`config.mk`:
```
export PLATFORM = sky130hd
export DESIGN_NAME = can_id_rule_match_unit
export DESIGN_NICKNAME = d
export VERILOG_FILES = /design/src/sv/cirm_pkg.sv /design/src/sv/cirm_cell.sv /design/src/sv/can_id_rule_match_unit.sv
export SDC_FILE = /design/constraint.sdc
export NUM_CORES = 2
export LEC_CHECK = 0
export BUFFER_PORTS_ARGS = -buffer_cell sky130_fd_sc_hd__buf_2
export CELL_PAD_IN_SITES_DETAIL_PLACEMENT = 1
export CELL_PAD_IN_SITES_GLOBAL_PLACEMENT = 1
export CORE_UTILIZATION = 53
export DETAILED_ROUTE_END_ITERATION = 10
export PLACE_DENSITY = 0.79
export RECOVER_POWER = 50
export SKIP_CTS_REPAIR_TIMING = 1
export SLEW_MARGIN = 0
export SYNTH_ARGS = -nofsm -noshare
export SYNTH_HDL_FRONTEND = slang
export SYNTH_SLANG_ARGS = --single-unit
```
`constraint.sdc`:
```
create_clock -name clk_i -period 2.6 [get_ports clk_i]
set_input_delay 0.13 -clock clk_i [delete_from_list [all_inputs] [get_ports clk_i]]
set_output_delay 0.13 -clock clk_i [all_outputs]
set_load 0.05 [all_outputs]
```
`src/sv/cirm_pkg.sv`:
```
// ----------------------------------------------------------------------------
// cirm_pkg: shared types for the CAN identifier rule matcher
// Holds the payload words, operation and verdict codes, and the structs that
// pass between the top level and the rule cells.
// ----------------------------------------------------------------------------
package cirm_pkg;

  localparam int ID_W  = 32;
  localparam int IDX_W = 4;

  typedef enum logic {
    OP_WRITE = 1'b0,
    OP_EVAL  = 1'b1
  } op_e;

  typedef enum logic [1:0] {
    VERDICT_NEW     = 2'd0,
    VERDICT_FILTER  = 2'd1,
    VERDICT_DISCARD = 2'd2
  } verdict_e;

  typedef struct packed {
    op_e              op;
    logic [IDX_W-1:0] rule_index;
    logic [ID_W-1:0]  rule_mask;
    logic [ID_W-1:0]  rule_filter;
    logic [ID_W-1:0]  msg_id;
    logic             loopback_ok;
  } in_word_t;

  typedef struct packed {
    verdict_e         verdict;
    logic [IDX_W-1:0] matched_index;
  } out_word_t;

  // Rule write strobe for one cell.
  typedef struct packed {
    logic            en;
    logic [ID_W-1:0] mask;
    logic [ID_W-1:0] filter;
  } rule_wr_t;

  // Search token walking down the cell chain.
  typedef struct packed {
    logic             valid;
    logic             hit;
    logic [IDX_W-1:0] idx;
    logic [ID_W-1:0]  id;
  } token_t;

endpackage

```
`src/sv/cirm_cell.sv`:
```
// ----------------------------------------------------------------------------
// cirm_cell: one rule slot of the matcher chain
// Stores a mask and filter, tests the passing token against them and hands
// the registered token to the next cell in the cycle after.
// ----------------------------------------------------------------------------
module cirm_cell import cirm_pkg::*; #(
  parameter int INDEX = 0
) (
  input  logic     clk_i,
  input  logic     rst_ni,
  input  rule_wr_t wr_i,
  input  token_t   tok_i,
  output token_t   tok_o
);

  localparam logic [IDX_W-1:0] CellIdx = IDX_W'(INDEX);

  logic [ID_W-1:0] mask_q;
  logic [ID_W-1:0] filter_q;
  token_t          tok_q, tok_d;

  always_comb begin
    tok_d = tok_i;
    // First hit wins: later cells see hit set and pass it along.
    if (tok_i.valid && !tok_i.hit && ((tok_i.id & mask_q) == filter_q)) begin
      tok_d.hit = 1'b1;
      tok_d.idx = CellIdx;
    end
  end

  always_ff @(posedge clk_i or negedge rst_ni) begin
    if (!rst_ni) begin
      mask_q   <= '0;
      filter_q <= '0;
      tok_q    <= '0;
    end else begin
      if (wr_i.en) begin
        mask_q   <= wr_i.mask;
        filter_q <= wr_i.filter;
      end
      tok_q <= tok_d;
    end
  end

  assign tok_o = tok_q;

endmodule

```
`src/sv/can_id_rule_match_unit.sv`:
```
// Rule write: takes effect at its accepting edge and returns no word.
// Evaluate: an id equal to new_rule_id skips the chain; any other id walks the cell chain,
// one register per cell; either verdict then passes the pending and output registers.
// Flow: no word is taken while a scan runs or a result is parked, so a new evaluate waits for
// the last one to leave the pending register; rule writes go back to back while neither holds.
// Reset: rst_ni clears every rule to mask 0 / filter 0 (match-all) and new_rule_id to 0.
// ----------------------------------------------------------------------------
// can_id_rule_match_unit: CAN identifier firewall rule matcher
// Classifies message identifiers against a table of mask/filter rules held in
// a chain of cells; the lowest-indexed matching rule wins, and a reserved
// identifier is routed to the new-rule path depending on the loopback test.
// ----------------------------------------------------------------------------
module can_id_rule_match_unit import cirm_pkg::*; #(
  parameter int RULE_COUNT = 16
) (
  input  logic            clk_i,
  input  logic            rst_ni,
  // input word channel
  input  logic            in_valid_i,
  output logic            in_ready_o,
  input  in_word_t        in_word_i,
  // result word channel
  output logic            out_valid_o,
  input  logic            out_ready_i,
  output out_word_t       out_word_o,
  // configuration: new_rule_id
  input  logic            cfg_we_i,
  input  logic [ID_W-1:0] cfg_wdata_i
);

  // Configuration register.
  logic [ID_W-1:0] new_id_q;

  // Control: scan in flight, pending result, output register.
  logic      scan_q, scan_d;
  logic      pend_v_q, pend_v_d;
  out_word_t pend_q, pend_d;
  logic      out_v_q, out_v_d;
  out_word_t out_q, out_d;

  logic   in_acc;
  logic   eval_acc;
  logic   is_new;
  logic   out_load;
  token_t tok [RULE_COUNT+1];

  // Take one word at a time: hold off while a scan runs or a result is parked
  // ahead of the output register. A waiting output word does not block input.
  assign in_ready_o = !scan_q && !pend_v_q;
  assign in_acc     = in_valid_i && in_ready_o;
  assign eval_acc   = in_acc && (in_word_i.op == OP_EVAL);
  assign is_new     = (in_word_i.msg_id == new_id_q);

  // Launch a token into the head of the chain for ordinary identifiers.
  always_comb begin
    tok[0]       = '0;
    tok[0].valid = eval_acc && !is_new;
    tok[0].id    = in_word_i.msg_id;
  end

  // Build the chain: each cell owns one rule and advances the token by one.
  for (genvar i = 0; i < RULE_COUNT; i++) begin : g_cell
    rule_wr_t wr;

    always_comb begin
      wr.en     = in_acc && (in_word_i.op == OP_WRITE) &&
                  (32'(in_word_i.rule_index) == 32'(i));
      wr.mask   = in_word_i.rule_mask;
      wr.filter = in_word_i.rule_filter;
    end

    cirm_cell #(
      .INDEX (i)
    ) u_cell (
      .clk_i  (clk_i),
      .rst_ni (rst_ni),
      .wr_i   (wr),
      .tok_i  (tok[i]),
      .tok_o  (tok[i+1])
    );
  end

  assign out_load = !out_v_q || out_ready_i;

  always_comb begin
    scan_d   = scan_q;
    pend_v_d = pend_v_q;
    pend_d   = pend_q;
    out_v_d  = out_v_q;
    out_d    = out_q;

    // Move the parked result into the output register when it is free.
    if (out_load) begin
      out_v_d  = pend_v_q;
      out_d    = pend_q;
      pend_v_d = 1'b0;
    end

    // Reserved identifier: skip the table entirely.
    if (eval_acc && is_new) begin
      pend_v_d             = 1'b1;
      pend_d.verdict       = in_word_i.loopback_ok ? VERDICT_NEW : VERDICT_DISCARD;
      pend_d.matched_index = '0;
    end

    if (tok[0].valid) begin
      scan_d = 1'b1;
    end

    // Token leaves the tail: the scan is over, park its verdict.
    if (tok[RULE_COUNT].valid) begin
      scan_d               = 1'b0;
      pend_v_d             = 1'b1;
      pend_d.verdict       = tok[RULE_COUNT].hit ? VERDICT_FILTER : VERDICT_DISCARD;
      pend_d.matched_index = tok[RULE_COUNT].hit ? tok[RULE_COUNT].idx : '0;
    end
  end

  always_ff @(posedge clk_i or negedge rst_ni) begin
    if (!rst_ni) begin
      new_id_q <= '0;
      scan_q   <= 1'b0;
      pend_v_q <= 1'b0;
      out_v_q  <= 1'b0;
    end else begin
      if (cfg_we_i) begin
        new_id_q <= cfg_wdata_i;
      end
      scan_q   <= scan_d;
      pend_v_q <= pend_v_d;
      out_v_q  <= out_v_d;
    end
  end

  // Payload registers: no reset needed.
  always_ff @(posedge clk_i) begin
    pend_q <= pend_d;
    out_q  <= out_d;
  end

  assign out_valid_o = out_v_q;
  assign out_word_o  = out_q;

endmodule

```
==> results summary <==
The number of global-route vias before repair came out at 43,000. The worst register-to-register path ends at pend_q[2]$_SDFFCE_PN0P_. The hold violation count in the final report is 0. The number of warnings printed during yosys synthesis came out at 0.

The final layout contains 4,780 nets. The average size of a mapped cell is roughly 15 sq um. Summed over all layers, the routed wires come to 215,000 microns. The post-route worst setup slack is -0.0540 ns. The final hold slack is 0.0305 ns.

The number of pins exceeding their max-slew limit in the final report came out at 33. The worst register-to-register path has a setup slack of -0.05 ns. The worst-case IR drop observed on VDD is 0.000774 V. The tree is rooted in a sky130_fd_sc_hd__clkbuf_16. The CTS tree is yes.

The met2 routed wirelength came out at approximately 110,000 microns. Among all cell types in the netlist, the one instantiated most often is sky130_fd_sc_hd__dfrtp_1. The detailed-route wire length per cell came out at approximately 34 microns. The leading area contributor after synthesis is sky130_fd_sc_hd__dfrtp_1. The final-report setup violation count is 8. The commonest cells after synthesis are 1,620 x sky130_fd_sc_hd__dfrtp_1, 985 x sky130_fd_sc_hd__mux2_2, 292 x sky130_fd_sc_hd__nand2_1, 151 x sky130_fd_sc_hd__xor2_1, 150 x sky130_fd_sc_hd__xnor2_1. The number of buffers added on ports came out at 146. The floorplan has 126 rows. The total die area came out at 120,000 sq um. The worst setup path is of the reg2reg kind. The die is 347 microns wide. Of all flip-flops after synthesis, the portion carrying an async set or reset was 99.3%.

The worst register-to-register path begins at new_id_q[14]$_DFFE_PN0P_. The area occupied by multi-input gates is 21,400 sq um. The min-delay analysis places its worst path in the category in2reg. The CTS sink count came out at 1,632. The data required time at the worst endpoint came out at 3.04 ns. The slew at the pin closest to its max-slew limit is 1.98 ns. In this run the vertical extent of the chip is 347 microns. For this design the ratio of total power to cell area is 743 nW/um^2. The net count after synthesis is 4,442. The count of state elements after synthesis came out at 1,632.

The tool flagged a number of max-cap violations equal to 1. The worst slack at placement came out at -0.0341 ns. The worst endpoint data arrival time came out at approximately 3.1 ns. The detailed-placement wirelength estimate is approximately 130,000 microns. STA classifies the critical path endpoint as a register. The maximum achievable frequency came out at between 300 and 400 MHz. The sum of overflow across all layers after global routing is 0. The post-route netlist has just over 30% of its cells at a drive strength greater than 1. After synthesis, flip-flops and latches occupy 64.8% of the total area. The sum of met3 wire segment lengths after detailed routing is 16,900 microns. The routed layout has 39,900 vias. The leakage power figure came out at roughly 36 nW. The sequential standard cell area came out at 40,900 sq um. Counting the buffers created by CTS gives approximately 160. The detailed-routing wirelength on met1 came out at 81,300 microns. The area overhead of the layout relative to synthesis came out at 15.0%.

Headroom to the max-slew limit came out at -31.8%. The critical path launch point type is a register. Clock-pin slew was measured on the worst setup and hold paths at 0.07 ns.

The total negative setup slack is -0.347 ns. For hold timing, the worst endpoint is g_cell[2].u_cell.filter_q[22]$_DFFE_PN0P_. The overall routing resource usage came out at a little over a third. The post-detailed-route DRC marker count came out at 0. The cell count after synthesis came out at 4,303. The final reports fail on capacitance limit, slew limit, setup timing.

The number of enable flip-flop cells after synthesis is 12. The minimum clock period is 2.65 ns. The global-route wire length before repair is 304,000 microns. For the worst-skew pair, the clock arrives at the later sink with an insertion delay of 0.81 ns. Summed over its instances, the top area cell type makes up around 64% of the synthesized netlist area. The flow ran to the end, but the final reports show violations. For this run, the leading register cell type out of synthesis is sky130_fd_sc_hd__dfrtp_1.

The detailed-router iteration count before antenna repair is 5. The number of top-level pins came out at 147. The count of distinct cell types in the synthesized netlist came out at just under 60. The period utilization came out at 102%.

The number of vias per cell is 6.29. The clock passes through at most 3 buffers. The post-layout instance count excluding filler cells is 6,340. Across the routed clock network, the largest skew measured is approximately 0.027 ns. The placed instance count came out at 5,938.

The H-tree was split into 4 levels. In this run the top signal layer used is met5. Yosys attributes the largest share of cell area to sky130_fd_sc_hd__dfrtp_1 64%, sky130_fd_sc_hd__mux2_2 18%, sky130_fd_sc_hd__xor2_1 2.1%.

The remaining antenna violation count after routing is 0. The effective utilization at floorplan came out at 53.4%. Entering global routing, the biggest net connects 98 pins. The final total power is 0.0540 W.

The cell count of the worst hold path is 2. The region available for standard cell placement spans 118,000 sq um. After filler insertion, the fill cell instance count of the layout stands at 10,800. The number of cells on the worst reg-to-reg path is 5. The post-synthesis cell area came out at 63,100 sq um. The initial antenna violation count came to 45. In this run the worst path has a maximum fanout of 6.

The final weighted congestion in routability-driven placement is roughly 0.84. In this run the most critical hold path is launched from in_word_i[55]. The initial DRC count is 3,627.
-- per-layer routing --
| metal | vias up | GRT usage [%] |
|---|---|---|
| met5 | - | 0 |
| met4 | 6 | 18.0 |
| met3 | 617 | 7.19 |
| met2 | 1779 | 57.3 |
| met1 | 21500 | 44.6 |
| li1 | 16000 | - |
-- kinds of logic (layout without fill, tap and decap cells) --
| kind of cell | after synthesis | after routing | share of synthesized area [%] |
|---|---|---|---|
| buffers and inverters | 181 | 651 | 1.42 |
| XOR/XNOR | 301 | 301 | 4.18 |
| multiplexers | 1056 | 1056 | 18.8 |
| flip-flops | 1632 | 1632 | 64.8 |
| AND/OR/NAND/NOR | 706 | 706 | 6.01 |
| AO/OA/AOI/OAI | 427 | 427 | 4.73 |
| other | 0 | 31 | 0 |
-- stage by stage --
step / area [sq um] / util, %
detailed placement: 66400 / 56.2
finish: 72600 / 61.5
CTS: 72100 / 61.0
global route: 72500 / 61.4
floorplan: 63100 / -
global placement: 66400 / 56.2
-- sequential cells by signal, summed over array words and instances (netlist names) --
name,cells
g_cell.u_cell.filter_q,512
g_cell.u_cell.mask_q,512
g_cell.u_cell.tok_o,561
new_id_q,32
out_valid_o,1
out_word_o,6
pend_q,6
pend_v_q,1
scan_q,1
-- report_power, final --
group	internal [W]	switching [W]	total, W
registers	0.0259	0.000563	0.0265
clock network	0.0147	0.0106	0.0253
logic	0.000467	0.00169	0.00215
-- critical path, stage by stage, from the launching register on --
cell and delay, ns:
sky130_fd_sc_hd__dfrtp_1 0.41, sky130_fd_sc_hd__xor2_1 0.20, sky130_fd_sc_hd__nor4_1 0.47, sky130_fd_sc_hd__nand4_1 0.28, sky130_fd_sc_hd__nor3_2 0.42, sky130_fd_sc_hd__a21o_1 0.50
-- layout by cell type, fill, tap and decap left out, types with 4 or more instances in the layout --
cell / count
sky130_fd_sc_hd__a21o_1: 69
sky130_fd_sc_hd__bufinv_16: 18
sky130_fd_sc_hd__nand2_2: 9
sky130_fd_sc_hd__inv_1: 12
sky130_fd_sc_hd__buf_2: 114
sky130_fd_sc_hd__mux2_2: 985
sky130_fd_sc_hd__o31ai_1: 5
sky130_fd_sc_hd__o21a_1: 4
sky130_fd_sc_hd__or4_1: 6
sky130_fd_sc_hd__a21boi_0: 68
sky130_fd_sc_hd__clkinv_2: 35
sky130_fd_sc_hd__nand4_1: 52
sky130_fd_sc_hd__o21bai_1: 27
sky130_fd_sc_hd__dfrtp_1: 1620
sky130_fd_sc_hd__buf_12: 34
sky130_fd_sc_hd__a211oi_1: 58
sky130_fd_sc_hd__inv_6: 5
sky130_fd_sc_hd__clkbuf_2: 9
sky130_fd_sc_hd__clkbuf_8: 34
sky130_fd_sc_hd__clkbuf_16: 170
sky130_fd_sc_hd__a21oi_1: 120
sky130_fd_sc_hd__xnor2_1: 150
sky130_fd_sc_hd__nor3_1: 8
sky130_fd_sc_hd__nor2_1: 6
sky130_fd_sc_hd__nor4_1: 49
sky130_fd_sc_hd__and3b_1: 59
sky130_fd_sc_hd__buf_4: 35
sky130_fd_sc_hd__o22a_1: 57
sky130_fd_sc_hd__and3_1: 124
sky130_fd_sc_hd__mux2_1: 71
sky130_fd_sc_hd__nor2b_1: 4
sky130_fd_sc_hd__nand3_1: 73
sky130_fd_sc_hd__nand4b_1: 5
sky130_fd_sc_hd__xor2_1: 151
sky130_fd_sc_hd__dlygate4sd3_1: 72
sky130_fd_sc_hd__edfxtp_1: 12
sky130_fd_sc_hd__clkbuf_1: 100
sky130_fd_sc_hd__nand2_1: 286
sky130_fd_sc_hd__diode_2: 31
-- final cells by class --
class                      instances  share of cell area [%]
timing repair buffer             341                    3.59
sequential                      1632                    56.3
tap                             1536                    2.65
clock buffer                     231                    6.65
clock inverter                    67                    1.18
inverter                          12                  0.0621
antenna                           31                   0.107
multi-input combinational       2490                    29.4
-- worst max-delay path by stage --
stage,slack (ns),from,depth (start not counted),end
detailed placement,-0.03,new_id_q[15]$_DFFE_PN0P_,5,pend_q[0]$_SDFFCE_PN0P_
CTS,-0.07,new_id_q[15]$_DFFE_PN0P_,5,pend_q[2]$_SDFFCE_PN0P_
global route,-0.06,new_id_q[15]$_DFFE_PN0P_,6,pend_v_q$_DFFE_PN0P_
finish,-0.05,new_id_q[14]$_DFFE_PN0P_,5,pend_q[2]$_SDFFCE_PN0P_
global placement,0.18,new_id_q[15]$_DFFE_PN0P_,5,pend_q[1]$_SDFFCE_PN0P_
floorplan,0.57,scan_q$_DFFE_PN0P_,6,g_cell[12].u_cell.filter_q[11]$_DFFE_PN0P_
No activity file was read; power rests on OpenSTA's default activity.
